<file path="src/design/usbhpt_pkg.sv">
`default_nettype none
// ----------------------------------------------------------------------------
// USB hub port tracker package
// Shared types, command codes, port state codes and the per-port state
// update function used by the tracker datapath.
// ----------------------------------------------------------------------------
package usbhpt_pkg;

    // Default number of ports and the reset value of the enable delay.
    localparam int          PORTS_DEFAULT = 4;
    localparam logic [15:0] DELAY_RESET   = 16'd10;

    // Command codes carried on the cmd field.
    typedef enum logic [2:0] {
        CMD_TICK         = 3'd0,
        CMD_CONNECT      = 3'd1,
        CMD_FIND         = 3'd2,
        CMD_SET_STATE    = 3'd3,
        CMD_SET_ALL      = 3'd4,
        CMD_CLEAR_CHANGE = 3'd5,
        CMD_READ_PORT    = 3'd6,
        CMD_READ_BITMAP  = 3'd7
    } cmd_t;

    // Port state codes.
    localparam logic [2:0] ST_UNCONF    = 3'd0;
    localparam logic [2:0] ST_OFF       = 3'd1;
    localparam logic [2:0] ST_DISCONN   = 3'd2;
    localparam logic [2:0] ST_DISABLED  = 3'd3;
    localparam logic [2:0] ST_RESETTING = 3'd4;
    localparam logic [2:0] ST_ENABLED   = 3'd5;
    localparam logic [2:0] ST_SUSPENDED = 3'd6;
    localparam logic [2:0] ST_RESUMING  = 3'd7;

    // Reported state for a port that does not exist or was not found.
    localparam logic [3:0] ST_UNKNOWN = 4'd8;

    // Change bits in the hub port change layout.
    localparam logic [15:0] CH_CONNECTION = 16'h0001;
    localparam logic [15:0] CH_ENABLE     = 16'h0002;
    localparam logic [15:0] CH_RESET      = 16'h0010;

    // Controller states.
    typedef enum logic [1:0] {
        CS_IDLE,
        CS_EXEC,
        CS_RESULT
    } ctrl_state_t;

    // Commands from the controller to the datapath.
    typedef struct packed {
        logic capture;
        logic exec;
        logic load_out;
    } dp_cmd_t;

    // Updated per-port fields after a state write.
    typedef struct packed {
        logic [2:0]  state;
        logic [15:0] change;
        logic [15:0] count;
        logic [2:0]  pend;
    } port_upd_t;

    // Apply a state write to one port. start is the countdown load value.
    function automatic port_upd_t port_set_state(
        input logic [2:0]  cur,
        input logic [2:0]  st,
        input logic [15:0] change,
        input logic [15:0] count,
        input logic [2:0]  pend,
        input logic [15:0] start
    );
        port_upd_t u;
        u.state  = st;
        u.change = change;
        u.count  = count;
        u.pend   = pend;
        case (st)
            ST_OFF:
            begin
                u.change = change & ~(CH_CONNECTION | CH_ENABLE | CH_RESET);
            end
            ST_RESETTING, ST_RESUMING:
            begin
                u.count = start;
                u.pend  = st;
            end
            ST_ENABLED:
            begin
                if (cur == ST_RESETTING)
                begin
                    u.change = change | CH_RESET;
                end
            end
            default:
            begin
                u.state = st;
            end
        endcase
        return u;
    endfunction

endpackage
`default_nettype wire

</file>
<file path="src/design/usb_hub_port_state_tracker_unit.sv">
// out_valid rises after the input transfer passes execute, then result load.
// The controller handles one command at a time; the next is taken after the
// result register is loaded. A stalled output holds the controller in its
// result state. Reset clears all port state, change bits, countdowns and the
// valid bits, and sets the enable delay to 10 ticks.
`default_nettype none
// ----------------------------------------------------------------------------
// USB hub port state tracker
// Top level: joins the controller and the per-port datapath and provides
// the command, result and configuration channels.
// ----------------------------------------------------------------------------
module usb_hub_port_state_tracker_unit #(
    parameter int PORTS = usbhpt_pkg::PORTS_DEFAULT
) (
    input  wire logic        clk,
    input  wire logic        rst_n,
    input  wire logic        in_valid,
    output logic             in_ready,
    input  wire logic [2:0]  cmd,
    input  wire logic [2:0]  port,
    input  wire logic [2:0]  target_state,
    input  wire logic [15:0] change_mask,
    input  wire logic [15:0] device_id,
    output logic             out_valid,
    input  wire logic        out_ready,
    output logic             ok,
    output logic [2:0]       port_found,
    output logic [3:0]       port_state,
    output logic [31:0]      status_word,
    output logic [7:0]       change_bitmap,
    input  wire logic        cfg_valid,
    output logic             cfg_ready,
    input  wire logic [15:0] cfg_data
);

    usbhpt_pkg::dp_cmd_t dp_cmd;

    // Configuration writes are always taken.
    assign cfg_ready = 1'b1;

    usbhpt_ctrl u_ctrl (
        .clk       (clk),
        .rst_n     (rst_n),
        .in_valid  (in_valid),
        .in_ready  (in_ready),
        .out_valid (out_valid),
        .out_ready (out_ready),
        .dp_cmd    (dp_cmd)
    );

    usbhpt_dp #(
        .PORTS (PORTS)
    ) u_dp (
        .clk           (clk),
        .rst_n         (rst_n),
        .dp_cmd        (dp_cmd),
        .cmd           (cmd),
        .port          (port),
        .target_state  (target_state),
        .change_mask   (change_mask),
        .device_id     (device_id),
        .cfg_we        (cfg_valid && cfg_ready),
        .cfg_data      (cfg_data),
        .ok            (ok),
        .port_found    (port_found),
        .port_state    (port_state),
        .status_word   (status_word),
        .change_bitmap (change_bitmap)
    );

    // One command at a time: no transfer is taken right after another.
    assert property (@(posedge clk) disable iff (!rst_n)
        in_valid && in_ready |=> !in_ready)
        else $error("input taken while a command is in flight");

    // Loading the result register always presents a result.
    assert property (@(posedge clk) disable iff (!rst_n)
        dp_cmd.load_out |=> out_valid)
        else $error("result load did not raise out_valid");

    // A failed result never reports a port number.
    assert property (@(posedge clk) disable iff (!rst_n)
        out_valid && !ok |-> port_found == 3'd0)
        else $error("failed result carries a port number");

    // Bit 0 of the change bitmap is never set.
    assert property (@(posedge clk) disable iff (!rst_n)
        out_valid |-> !change_bitmap[0])
        else $error("change bitmap bit 0 set");

endmodule
`default_nettype wire

</file>
<file path="src/design/usbhpt_ctrl.sv">
`default_nettype none
// ----------------------------------------------------------------------------
// USB hub port tracker controller
// Sequences each transfer through capture, execute and result load, and
// owns the input and output handshakes.
// ----------------------------------------------------------------------------
module usbhpt_ctrl (
    input  wire logic               clk,
    input  wire logic               rst_n,
    input  wire logic               in_valid,
    output logic                    in_ready,
    output logic                    out_valid,
    input  wire logic               out_ready,
    output usbhpt_pkg::dp_cmd_t     dp_cmd
);

    usbhpt_pkg::ctrl_state_t state_reg, state_next;
    logic out_valid_reg, out_valid_next;
    logic out_free;

    // The result register can take a new value when empty or being drained.
    assign out_free = !out_valid_reg || out_ready;

    // State and output valid registers.
    always_ff @(posedge clk or negedge rst_n)
    begin
        if (!rst_n)
        begin
            state_reg     <= usbhpt_pkg::CS_IDLE;
            out_valid_reg <= 1'b0;
        end
        else
        begin
            state_reg     <= state_next;
            out_valid_reg <= out_valid_next;
        end
    end

    // Next state.
    always_comb
    begin
        state_next = state_reg;
        case (state_reg)
            usbhpt_pkg::CS_IDLE:
            begin
                if (in_valid)
                begin
                    state_next = usbhpt_pkg::CS_EXEC;
                end
            end
            usbhpt_pkg::CS_EXEC:
            begin
                state_next = usbhpt_pkg::CS_RESULT;
            end
            usbhpt_pkg::CS_RESULT:
            begin
                if (out_free)
                begin
                    state_next = usbhpt_pkg::CS_IDLE;
                end
            end
            default:
            begin
                state_next = usbhpt_pkg::CS_IDLE;
            end
        endcase
    end

    // Outputs and datapath commands.
    always_comb
    begin
        in_ready         = 1'b0;
        dp_cmd.capture   = 1'b0;
        dp_cmd.exec      = 1'b0;
        dp_cmd.load_out  = 1'b0;
        out_valid_next   = out_valid_reg && !out_ready;
        case (state_reg)
            usbhpt_pkg::CS_IDLE:
            begin
                in_ready       = 1'b1;
                dp_cmd.capture = in_valid;
            end
            usbhpt_pkg::CS_EXEC:
            begin
                dp_cmd.exec = 1'b1;
            end
            usbhpt_pkg::CS_RESULT:
            begin
                if (out_free)
                begin
                    dp_cmd.load_out = 1'b1;
                    out_valid_next  = 1'b1;
                end
            end
            default:
            begin
                in_ready = 1'b0;
            end
        endcase
    end

    assign out_valid = out_valid_reg;

endmodule
`default_nettype wire

</file>
<file path="src/design/usbhpt_dp.sv">
`default_nettype none
// ----------------------------------------------------------------------------
// USB hub port tracker datapath
// Holds the per-port state, change masks, attached ids and enable
// countdowns, executes one command and forms the result transfer.
// ----------------------------------------------------------------------------
module usbhpt_dp #(
    parameter int PORTS = usbhpt_pkg::PORTS_DEFAULT
) (
    input  wire logic                clk,
    input  wire logic                rst_n,
    input  wire usbhpt_pkg::dp_cmd_t dp_cmd,
    input  wire logic [2:0]          cmd,
    input  wire logic [2:0]          port,
    input  wire logic [2:0]          target_state,
    input  wire logic [15:0]         change_mask,
    input  wire logic [15:0]         device_id,
    input  wire logic                cfg_we,
    input  wire logic [15:0]         cfg_data,
    output logic                     ok,
    output logic [2:0]               port_found,
    output logic [3:0]               port_state,
    output logic [31:0]              status_word,
    output logic [7:0]               change_bitmap
);

    // Captured command fields.
    logic [2:0]  cmd_reg;
    logic [2:0]  port_reg;
    logic [2:0]  nst_reg;
    logic [15:0] mask_reg;
    logic [15:0] dev_reg;

    // Configuration register.
    logic [15:0] delay_reg;

    // Per-port storage.
    logic [2:0]  st_reg  [PORTS];
    logic [15:0] ch_reg  [PORTS];
    logic        av_reg  [PORTS];
    logic [15:0] id_reg  [PORTS];
    logic [15:0] cd_reg  [PORTS];
    logic [2:0]  pd_reg  [PORTS];

    logic [2:0]  st_next [PORTS];
    logic [15:0] ch_next [PORTS];
    logic        av_next [PORTS];
    logic [15:0] id_next [PORTS];
    logic [15:0] cd_next [PORTS];
    logic [2:0]  pd_next [PORTS];

    // Connect and find outcome.
    logic [2:0] found_reg, found_next;
    logic       hit_reg, hit_next;

    // Result register.
    logic        ok_reg;
    logic [2:0]  pf_reg;
    logic [3:0]  ps_reg;
    logic [31:0] sw_reg;
    logic [7:0]  bm_reg;

    logic [15:0] start_val;
    logic        port_ok;

    // A zero delay behaves as a single tick.
    assign start_val = (delay_reg == 16'd0) ? 16'd1 : delay_reg;
    assign port_ok   = 32'(port_reg) < 32'(PORTS);

    // Configuration write.
    always_ff @(posedge clk or negedge rst_n)
    begin
        if (!rst_n)
        begin
            delay_reg <= usbhpt_pkg::DELAY_RESET;
        end
        else if (cfg_we)
        begin
            delay_reg <= cfg_data;
        end
    end

    // Capture the accepted transfer.
    always_ff @(posedge clk)
    begin
        if (dp_cmd.capture)
        begin
            cmd_reg  <= cmd;
            port_reg <= port;
            nst_reg  <= target_state;
            mask_reg <= change_mask;
            dev_reg  <= device_id;
        end
    end

    // Command execution over all ports.
    always_comb
    begin
        usbhpt_pkg::port_upd_t u;
        logic taken;
        u          = '0;
        taken      = 1'b0;
        found_next = 3'd0;
        hit_next   = 1'b0;
        for (int p = 0; p < PORTS; p++)
        begin
            st_next[p] = st_reg[p];
            ch_next[p] = ch_reg[p];
            av_next[p] = av_reg[p];
            id_next[p] = id_reg[p];
            cd_next[p] = cd_reg[p];
            pd_next[p] = pd_reg[p];
        end
        case (usbhpt_pkg::cmd_t'(cmd_reg))
            usbhpt_pkg::CMD_TICK:
            begin
                for (int p = 0; p < PORTS; p++)
                begin
                    if (cd_reg[p] != 16'd0)
                    begin
                        cd_next[p] = cd_reg[p] - 16'd1;
                        if (cd_reg[p] == 16'd1 && st_reg[p] == pd_reg[p])
                        begin
                            u = usbhpt_pkg::port_set_state(st_reg[p],
                                usbhpt_pkg::ST_ENABLED, ch_reg[p], cd_next[p],
                                pd_reg[p], start_val);
                            st_next[p] = u.state;
                            ch_next[p] = u.change;
                            cd_next[p] = u.count;
                            pd_next[p] = u.pend;
                        end
                    end
                end
            end
            usbhpt_pkg::CMD_CONNECT:
            begin
                for (int p = 0; p < PORTS; p++)
                begin
                    if (!taken && !av_reg[p])
                    begin
                        taken      = 1'b1;
                        av_next[p] = 1'b1;
                        id_next[p] = dev_reg;
                        st_next[p] = usbhpt_pkg::ST_DISABLED;
                        ch_next[p] = ch_reg[p] | usbhpt_pkg::CH_CONNECTION;
                        found_next = 3'(p);
                        hit_next   = 1'b1;
                    end
                end
            end
            usbhpt_pkg::CMD_FIND:
            begin
                for (int p = 0; p < PORTS; p++)
                begin
                    if (!taken && av_reg[p] && id_reg[p] == dev_reg)
                    begin
                        taken      = 1'b1;
                        found_next = 3'(p);
                        hit_next   = 1'b1;
                    end
                end
            end
            usbhpt_pkg::CMD_SET_STATE, usbhpt_pkg::CMD_SET_ALL:
            begin
                for (int p = 0; p < PORTS; p++)
                begin
                    if (cmd_reg == usbhpt_pkg::CMD_SET_ALL || port_reg == 3'(p))
                    begin
                        u = usbhpt_pkg::port_set_state(st_reg[p], nst_reg,
                            ch_reg[p], cd_reg[p], pd_reg[p], start_val);
                        st_next[p] = u.state;
                        ch_next[p] = u.change;
                        cd_next[p] = u.count;
                        pd_next[p] = u.pend;
                    end
                end
            end
            usbhpt_pkg::CMD_CLEAR_CHANGE:
            begin
                for (int p = 0; p < PORTS; p++)
                begin
                    if (port_reg == 3'(p))
                    begin
                        ch_next[p] = ch_reg[p] & ~mask_reg;
                    end
                end
            end
            default:
            begin
                taken = 1'b0;
            end
        endcase
    end

    // Per-port control state and outcome registers.
    always_ff @(posedge clk or negedge rst_n)
    begin
        if (!rst_n)
        begin
            for (int p = 0; p < PORTS; p++)
            begin
                st_reg[p] <= usbhpt_pkg::ST_UNCONF;
                ch_reg[p] <= 16'd0;
                av_reg[p] <= 1'b0;
                cd_reg[p] <= 16'd0;
                pd_reg[p] <= 3'd0;
            end
            found_reg <= 3'd0;
            hit_reg   <= 1'b0;
        end
        else if (dp_cmd.exec)
        begin
            for (int p = 0; p < PORTS; p++)
            begin
                st_reg[p] <= st_next[p];
                ch_reg[p] <= ch_next[p];
                av_reg[p] <= av_next[p];
                cd_reg[p] <= cd_next[p];
                pd_reg[p] <= pd_next[p];
            end
            found_reg <= found_next;
            hit_reg   <= hit_next;
        end
    end

    // Attached device ids are meaningful only while the valid bit is set.
    always_ff @(posedge clk)
    begin
        if (dp_cmd.exec)
        begin
            for (int p = 0; p < PORTS; p++)
            begin
                id_reg[p] <= id_next[p];
            end
        end
    end

    // Result formation from the updated state.
    logic        use_found;
    logic [2:0]  found_st;
    logic [2:0]  sel_st;
    logic        sel_av;
    logic [15:0] sel_ch;
    logic [7:0]  bitmap;
    logic        ok_val;
    logic [3:0]  ps_val;
    logic [31:0] sw_val;

    always_comb
    begin
        found_st = 3'd0;
        sel_st   = 3'd0;
        sel_av   = 1'b0;
        sel_ch   = 16'd0;
        bitmap   = 8'd0;
        for (int p = 0; p < PORTS; p++)
        begin
            if (found_reg == 3'(p))
            begin
                found_st = st_reg[p];
            end
            if (port_reg == 3'(p))
            begin
                sel_st = st_reg[p];
                sel_av = av_reg[p];
                sel_ch = ch_reg[p];
            end
            bitmap[p + 1] = |ch_reg[p];
        end
    end

    assign use_found = cmd_reg == usbhpt_pkg::CMD_CONNECT ||
                       cmd_reg == usbhpt_pkg::CMD_FIND;

    always_comb
    begin
        case (usbhpt_pkg::cmd_t'(cmd_reg))
            usbhpt_pkg::CMD_TICK, usbhpt_pkg::CMD_SET_ALL,
            usbhpt_pkg::CMD_READ_BITMAP:
            begin
                ok_val = 1'b1;
            end
            usbhpt_pkg::CMD_CONNECT, usbhpt_pkg::CMD_FIND:
            begin
                ok_val = hit_reg;
            end
            default:
            begin
                ok_val = port_ok;
            end
        endcase
    end

    always_comb
    begin
        if (use_found)
        begin
            ps_val = hit_reg ? {1'b0, found_st} : usbhpt_pkg::ST_UNKNOWN;
        end
        else
        begin
            ps_val = port_ok ? {1'b0, sel_st} : usbhpt_pkg::ST_UNKNOWN;
        end
    end

    // Port status word: attach, enable, suspend, reset, power and changes.
    always_comb
    begin
        sw_val = 32'd0;
        if (port_ok)
        begin
            sw_val = {sel_ch, 7'd0,
                      sel_st != usbhpt_pkg::ST_OFF, 3'd0,
                      sel_st == usbhpt_pkg::ST_RESETTING, 1'b0,
                      sel_st == usbhpt_pkg::ST_SUSPENDED ||
                          sel_st == usbhpt_pkg::ST_RESUMING,
                      sel_st == usbhpt_pkg::ST_ENABLED,
                      sel_av};
        end
    end

    // Result register.
    always_ff @(posedge clk)
    begin
        if (dp_cmd.load_out)
        begin
            ok_reg <= ok_val;
            pf_reg <= found_reg;
            ps_reg <= ps_val;
            sw_reg <= sw_val;
            bm_reg <= bitmap;
        end
    end

    assign ok            = ok_reg;
    assign port_found    = pf_reg;
    assign port_state    = ps_reg;
    assign status_word   = sw_reg;
    assign change_bitmap = bm_reg;

endmodule
`default_nettype wire
</file>
<file path="config.mk">
export PLATFORM = sky130hd
export DESIGN_NAME = usb_hub_port_state_tracker_unit
export DESIGN_NICKNAME = d
export VERILOG_FILES = /design/src/design/usbhpt_pkg.sv /design/src/design/usb_hub_port_state_tracker_unit.sv /design/src/design/usbhpt_ctrl.sv /design/src/design/usbhpt_dp.sv
export SDC_FILE = /design/constraint.sdc
export NUM_CORES = 1
export LEC_CHECK = 0
export BUFFER_PORTS_ARGS = -buffer_cell sky130_fd_sc_hd__buf_2
export CAP_MARGIN = 20
export CORE_MARGIN = 1.5
export CORE_UTILIZATION = 30
export CTS_BUF_LIST = sky130_fd_sc_hd__clkbuf_8
export DETAILED_ROUTE_END_ITERATION = 16
export PLACE_DENSITY_LB_ADDON = 0.12
export SYNTH_ARGS = -nofsm -noshare
export SYNTH_HDL_FRONTEND = slang
export SYNTH_HIERARCHICAL = 1
export SYNTH_SLANG_ARGS = --single-unit
</file>
<file path="constraint.sdc">
create_clock -name clk -period 2.61 [get_ports clk]
set_clock_uncertainty 0.1 [all_clocks]
set_input_delay 0.3915 -clock clk [delete_from_list [all_inputs] [get_ports clk]]
set_output_delay 0.3915 -clock clk [all_outputs]
set_load 0.01 [all_outputs]
</file>
==> Yosys cells after proc, flatten, opt, wreduce, memory -nomap -nowiden <==
Memories as Yosys holds them, arrays and structs flattened.
Index checks and enable logic that the tools add are counted.
{ "word_totals": {"regBits": 264, "ramBits": 64, "output_inout_bits": 51, "wordCells": 327, "mem_count": 1} }
{ "op_classes": {"addsub": 4, "order_cmp": 1, "eq_ne": 65, "n_mux": 123, "bitwise": 6, "reduce_logical": 83} }
{ "mem_list": {"columns": ["name", "depth", "width", "rd", "rd_clocked_by_memory_dff", "wr", "line", "text"], "rows": [
  ["u_dp.id_reg", 4, 16, 4, 0, 4, "usbhpt_dp.sv:41", "logic [15:0] id_reg [PORTS];"]
]} }
{ "op_table": {"columns": ["op", "n"], "rows": [
  ["2-to-1 mux 16 bit", 33],
  ["case mux 64 bit (4 select lines)", 1],
  ["case mux 16 bit (2 select lines)", 4],
  ["case mux 64 bit (2 select lines)", 1],
  ["2-to-1 mux 19 bit", 4],
  ["2-to-1 mux 3 bit", 24],
  ["AND 16 bit", 4],
  ["equality test 16 x 1 -> 1 bit, second input constant", 4],
  ["equality test 16 bit", 4],
  ["2-to-1 mux 64 bit", 1],
  ["AND reduction 8 bit", 8],
  ["nonzero test 16 bit", 4],
  ["OR reduction 16 bit", 4],
  ["subtractor 16 x 1 -> 16 bit, second input constant", 4],
  ["equality test 3 bit, second input constant", 14],
  ["inequality test 2 x 1 -> 1 bit, second input constant", 21],
  ["2-to-1 mux 1 bit", 37],
  ["case mux 12 bit (3 select lines)", 1],
  ["AND reduction 9 bit", 4],
  ["AND reduction 6 bit", 4],
  ["2-to-1 mux 5 bit", 4],
  ["AND reduction 5 bit", 4],
  ["equality test 3 x 2 -> 1 bit, second input constant", 6],
  ["logical NOT 16 bit", 1],
  ["28 further kinds", 86]
]} }

==> Longest topological paths before layout <==
An unclocked memory read counts as a cell.
{ "depth": {"depth_word": 20, "mapped_depth": 10} }

==> By module <==
The synthesis kept the hierarchy.
{ "by_module_without_submodules": {"columns": ["module", "instances", "cells_per_inst", "area_each_um2"], "rows": [
  ["usbhpt_dp", 1, 1216, 14532.7],
  ["usbhpt_ctrl", 1, 12, 132.6],
  ["usb_hub_port_state_tracker_unit", 1, 2, 11.3]
]} }

==> Least setup slack after synthesis <==
Ideal clock, no wire load.
{ "synth_timing": {"kind": "flip-flop to flip-flop", "from": "register u_ctrl.state_reg[0]", "to": "register u_dp.bm_reg[1] (netlist: u_dp/change_bitmap[1]) (enable)", "t_arrival_ns": 2.003, "path_slack_ns": 0.083, "stages_incl_launch_ff": 3, "n_path_buf": 0, "period_less_slack_ns": 2.527, "path_cell_list": "dfrtp_1 > nand2b_1 > nor2b_1"} }
{ "synth_lines": {"columns": ["item", "line", "text"], "rows": [
  ["start: declaration", "usbhpt_ctrl.sv:17", "usbhpt_pkg::ctrl_state_t state_reg, state_next;"],
  ["start signal: assignment", "usbhpt_ctrl.sv:29", "state_reg <= usbhpt_pkg::CS_IDLE;"],
  ["start signal: assignment", "usbhpt_ctrl.sv:34", "state_reg <= state_next;"],
  ["end signal: assignment", "usbhpt_dp.sv:331", "bm_reg <= bitmap;"],
  ["end: declaration", "usbhpt_dp.sv:61", "logic [7:0] bm_reg;"]
]} }

==> Final worst setup path <==
{ "layout_timing": {"from": "register u_dp/cd_reg[16] in the netlist's numbering", "to": "register u_dp/st_reg[5] in the netlist's numbering"} }
{ "layout_via": {"elab_chain_cells": 4, "elab_cells_between_ends": 6} }
{ "layout_lines": {"columns": ["item", "line", "text"], "rows": [
  ["start: declaration", "usbhpt_dp.sv:42", "logic [15:0] cd_reg [PORTS];"],
  ["start signal: indexed assignment", "usbhpt_dp.sv:218", "cd_reg[p] <= cd_next[p];"],
  ["equality test 16 x 1 -> 1 bit", "usbhpt_dp.sv:122", "if (cd_reg[p] == 16'd1 && st_reg[p] == pd_reg[p])"],
  ["logical AND 1 bit", "usbhpt_dp.sv:122", null],
  ["inequality test 2 x 1 -> 1 bit (no source line)", null, null],
  ["AND reduction 6 bit (no source line) (*)", null, null],
  ["end signal: indexed assignment", "usbhpt_dp.sv:202", "st_reg[p] <= usbhpt_pkg::ST_UNCONF;"],
  ["end signal: indexed assignment", "usbhpt_dp.sv:215", "st_reg[p] <= st_next[p];"],
  ["end: declaration", "usbhpt_dp.sv:38", "logic [2:0] st_reg [PORTS];"]
]} }
Every way passes the cells marked *; elsewhere a longest branch is shown, timed or not.
A chain may end at the register's enable or synchronous reset.

==> impl_metrics.py <==
metrics = {
    "logic_synthesis": {
        "ys_ff_latch": 315,
        "yosysSeqAreaShare_pct": 58.4,
        "syn_avg_cell_area_um2": 11.9,
        "syn_inst": 1230,
        "async_reset_ff_share_pct": 56.5,
        "yosys_warnings": 6,
        "ys.flop_type": "dfrtp_1",
        "synth_area_leaders": "dfrtp_1 (30%), edfxtp_1 (28%), mux4_2 (3.5%)",
        "synth_edf_count": 137,
        "synth_cell_types": 76,
        "syn-cell-area_mm2": 0.0147,
        "synth.top_cell.area_share_pct": 30.0,
        "post-synth-top-area-cell": "dfrtp_1",
    },
    "final_layout": {
        "fin_nets": 1557,
        "areaGrowthSynthToFinish_pct": 24.2,
        "insertedDiodeCount": 0,
        "drive_above_1_share_pct": 23.7,
        "multi_input_area_mm2": 0.00578,
        "fillers": 4773,
        "final_core_util_pct": 37.9,
        "seqCellArea_mm2": 0.00857,
    },
    "floorplanning": {
        "start_util_pct": 30.5,
        "io_pins": 113,
        "core_mm2": 0.0480,
        "die_y_um": 224,
        "fp.dieArea_mm2": 0.0503,
        "die_x_um": 224,
        "row_count": 80,
    },
    "cts": {
        "clk_pin_slew_ps": 60,
        "clk_latency_ps": 660,
        "cts_buffers": 58,
        "cts_tree": "built",
        "cts.sinks": 315,
        "cts_setup_buffers": 0,
        "htreeDepth": 2,
        "cts_root_buffer": "clkbuf_8",
        "clock_path_buffers": 3,
    },
    "power_and_ir_drop": {
        "irDropWorstVdd_mv": 0.312,
        "power_mw": 16.1,
        "switching_power_mw": 5.46,
        "p_leak_nw": 7.33,
        "p_comb_share_pct": 27.1,
        "pwr-share-seq_pct": 43.2,
        "p_int_mw": 10.6,
        "clkPwrFrac_pct": 29.7,
        "power_density_mw_per_mm2": 883,
        "p_sw_share_pct": 33.9,
    },
    "route": {
        "drt_iter0_drc": 661,
        "via_per_inst": 4.99,
        "routed_wl_mm": 42.3,
        "vias": 10700,
        "wl_per_cell_um": 19.6,
        "ant_nets": 0,
        "drt_pass1_iterations": 5,
        "drc": 0,
    },
    "sta": {
        "max_freq_mhz": 396,
        "setup_violations": 0,
        "worst_slew_pin_slew_ps": 650,
        "tns_ps": 0,
        "timing.final.ws_setup_ps": 85.1,
        "min_period_over_period_pct": 96.7,
        "rsz0062_at_grt": "false",
        "min_period_ps": 2520,
        "slew_viol_final": 0,
        "finalHoldViolCount": 0,
        "max_slew_margin_pct": 56.7,
    },
    "critical_path": {
        "worstSetupEndpointType": "flop",
        "cp.required_ps": 3030,
        "arrival_ps": 2940,
        "path_class": "flop to flop",
        "critPathLaunchType": "flop",
        "cp_max_fo": 5,
    },
    "placement": {
        "place.gp.congestion": 0.819,
        "post-place-ws_ps": -79.0,
        "hpwlAfterDp_mm": 29.5,
        "io_buffers": 95,
    },
    "global_routing": {
        "antenna_found_initial": 0,
        "grt_max_degree": 55,
        "grt_use_total_pct": 17.0,
        "grt-ovfl-total": 0,
        "grt_pass1_vias": 10700,
        "grt_pass1_wl_mm": 65.2,
    },
    "run_status": {
        "status": "finished clean",
    },
    "flow_run": {
        "max-cap-violations": 0,
    },
    "worst_hold_path": {
        "hold_class": "input pin to flop",
    },
}
critical path, stage by stage (launching register included):
cell and delay, ps:
dfrtp_1 410, inv_1 80, ha_1 210, nor2b_1 110, buf_4 160, nand4_1 230
o31ai_1 380, buf_4 190, nand3_1 180, mux2_2 330
cell families after synthesis:
family / after synthesis / share of synthesized area, %
buffers and inverters: 89 / 2.96
XOR/XNOR: 78 / 4.65
flip-flops: 315 / 58.4
AND/OR/NAND/NOR: 348 / 12.5
AO/OA/AOI/OAI: 329 / 14.3
adder cells (fa/ha/maj): 8 / 0.682
multiplexers: 61 / 6.44
other: 2 / 0.0512
routing by layer:
metal / vias to the layer above / track usage [%] / share of wire [%]
met5: - / 0 / 0
met4: 0 / 5.09 / 2.2
met3: 69 / 3.53 / 5.0
met2: 278 / 26.1 / 45
met1: 5314 / 24.1 / 48
li1: 5073 / - / -
stage by stage:
stage,hold slack (ps),cells,instance area [µm²]
floorplan,-4.09,1245,14700
detailed placement,315,1982,16400
finish,162,2152,18200
global route,132,2152,18200
global placement,317,1982,16400
CTS,112,2152,18200
cell usage after synthesis, types with 7 or more instances:
| library cell | instances |
|---|---|
| xor2_1 | 50 |
| nand3_1 | 20 |
| dfrtp_1 | 176 |
| nand4_1 | 15 |
| a31oi_1 | 12 |
| nor3_1 | 27 |
| o21ai_0 | 102 |
| clkbuf_1 | 38 |
| o211ai_1 | 7 |
| edfxtp_1 | 137 |
| buf_4 | 17 |
| nor2b_1 | 30 |
| mux4_2 | 23 |
| o21a_1 | 55 |
| a22o_1 | 7 |
| a22oi_1 | 9 |
| ha_1 | 8 |
| o21ai_1 | 16 |
| and2_1 | 8 |
| a32oi_1 | 9 |
| nand2_1 | 45 |
| a21oi_1 | 53 |
| xnor2_1 | 28 |
| nor2_1 | 90 |
| inv_1 | 21 |
| o31a_1 | 8 |
| or2_2 | 12 |
| mux2_2 | 36 |
| nor4_1 | 42 |
| nand2b_1 | 22 |
layout make-up:
class | instances | area share [%]
flip-flops and latches | 315 | 47.0
multi-input cells | 841 | 31.7
clock inverters | 40 | 1.18
clock buffers | 70 | 5.29
repair buffers | 250 | 10.1
inverters | 21 | 0.432
well taps | 615 | 4.22
power by group through the flow:
stage | logic [mW] | clock network [mW] | registers, mW
after global routing | 4.86 | 5.20 | 7.08
after global placement | 4.26 | 0 | 7.02
after detailed placement | 4.27 | 0 | 7.02
after CTS | 4.36 | 4.98 | 6.95
final | 4.36 | 4.79 | 6.95
after floorplan | 2.66 | 0 | 6.81
cells in the final DEF, fill, tap and decap left out, drive strengths merged, types with 5 or more instances in the layout:
cell and instances:
a21boi 9, a21o 5, a21oi 54, a22o 7, a22oi 9, a31oi 12, a32oi 9, and2 8
buf 190, clkbuf 70, clkinv 21, conb 17, dfrtp 176, dlygate4sd3 60, edfxtp 137, ha 8
inv 37, mux2 37, mux4 23, nand2 45, nand2b 22, nand3 20, nand3b 6, nand4 15
nor2 91, nor2b 31, nor3 27, nor3b 6, nor4 42, o211ai 7, o21a 55, o21ai 119
o22ai 6, o31a 8, o31ai 5, or2 12, xnor2 28, xor2 50
repair_timing:
action | CTS | global route
endpoints found under the hold margin | 109 | 0
endpoints found under the setup margin | 4 | 36
gates resized for setup | 2 | 8
pin swaps | 0 | 0
hold buffers | 60 | 0
path summary, 6_finish.rpt:
kind | start | to | slack [ps] | cells past startpoint
max in group asynchronous | rst_n | u_dp/cd_reg[52]$_DFFE_PN0P_ | 1460 | 3
hold reg to reg | u_dp/cd_reg[33]$_DFFE_PN0P_ | u_dp/cd_reg[33]$_DFFE_PN0P_ | 380 | 2
setup reg to reg | u_dp/cd_reg[16]$_DFFE_PN0P_ | u_dp/st_reg[5]$_DFFE_PN0P_ | 90 | 9
hold / removal | cfg_valid | u_dp/delay_reg[1]$_DFFE_PN1P_ | 160 | 2
setup / recovery | u_dp/cd_reg[16]$_DFFE_PN0P_ | u_dp/st_reg[5]$_DFFE_PN0P_ | 90 | 9
min in group asynchronous | rst_n | u_dp/cd_reg[18]$_DFFE_PN0P_ | 170 | 2
Power figures use the tool's default switching activity.
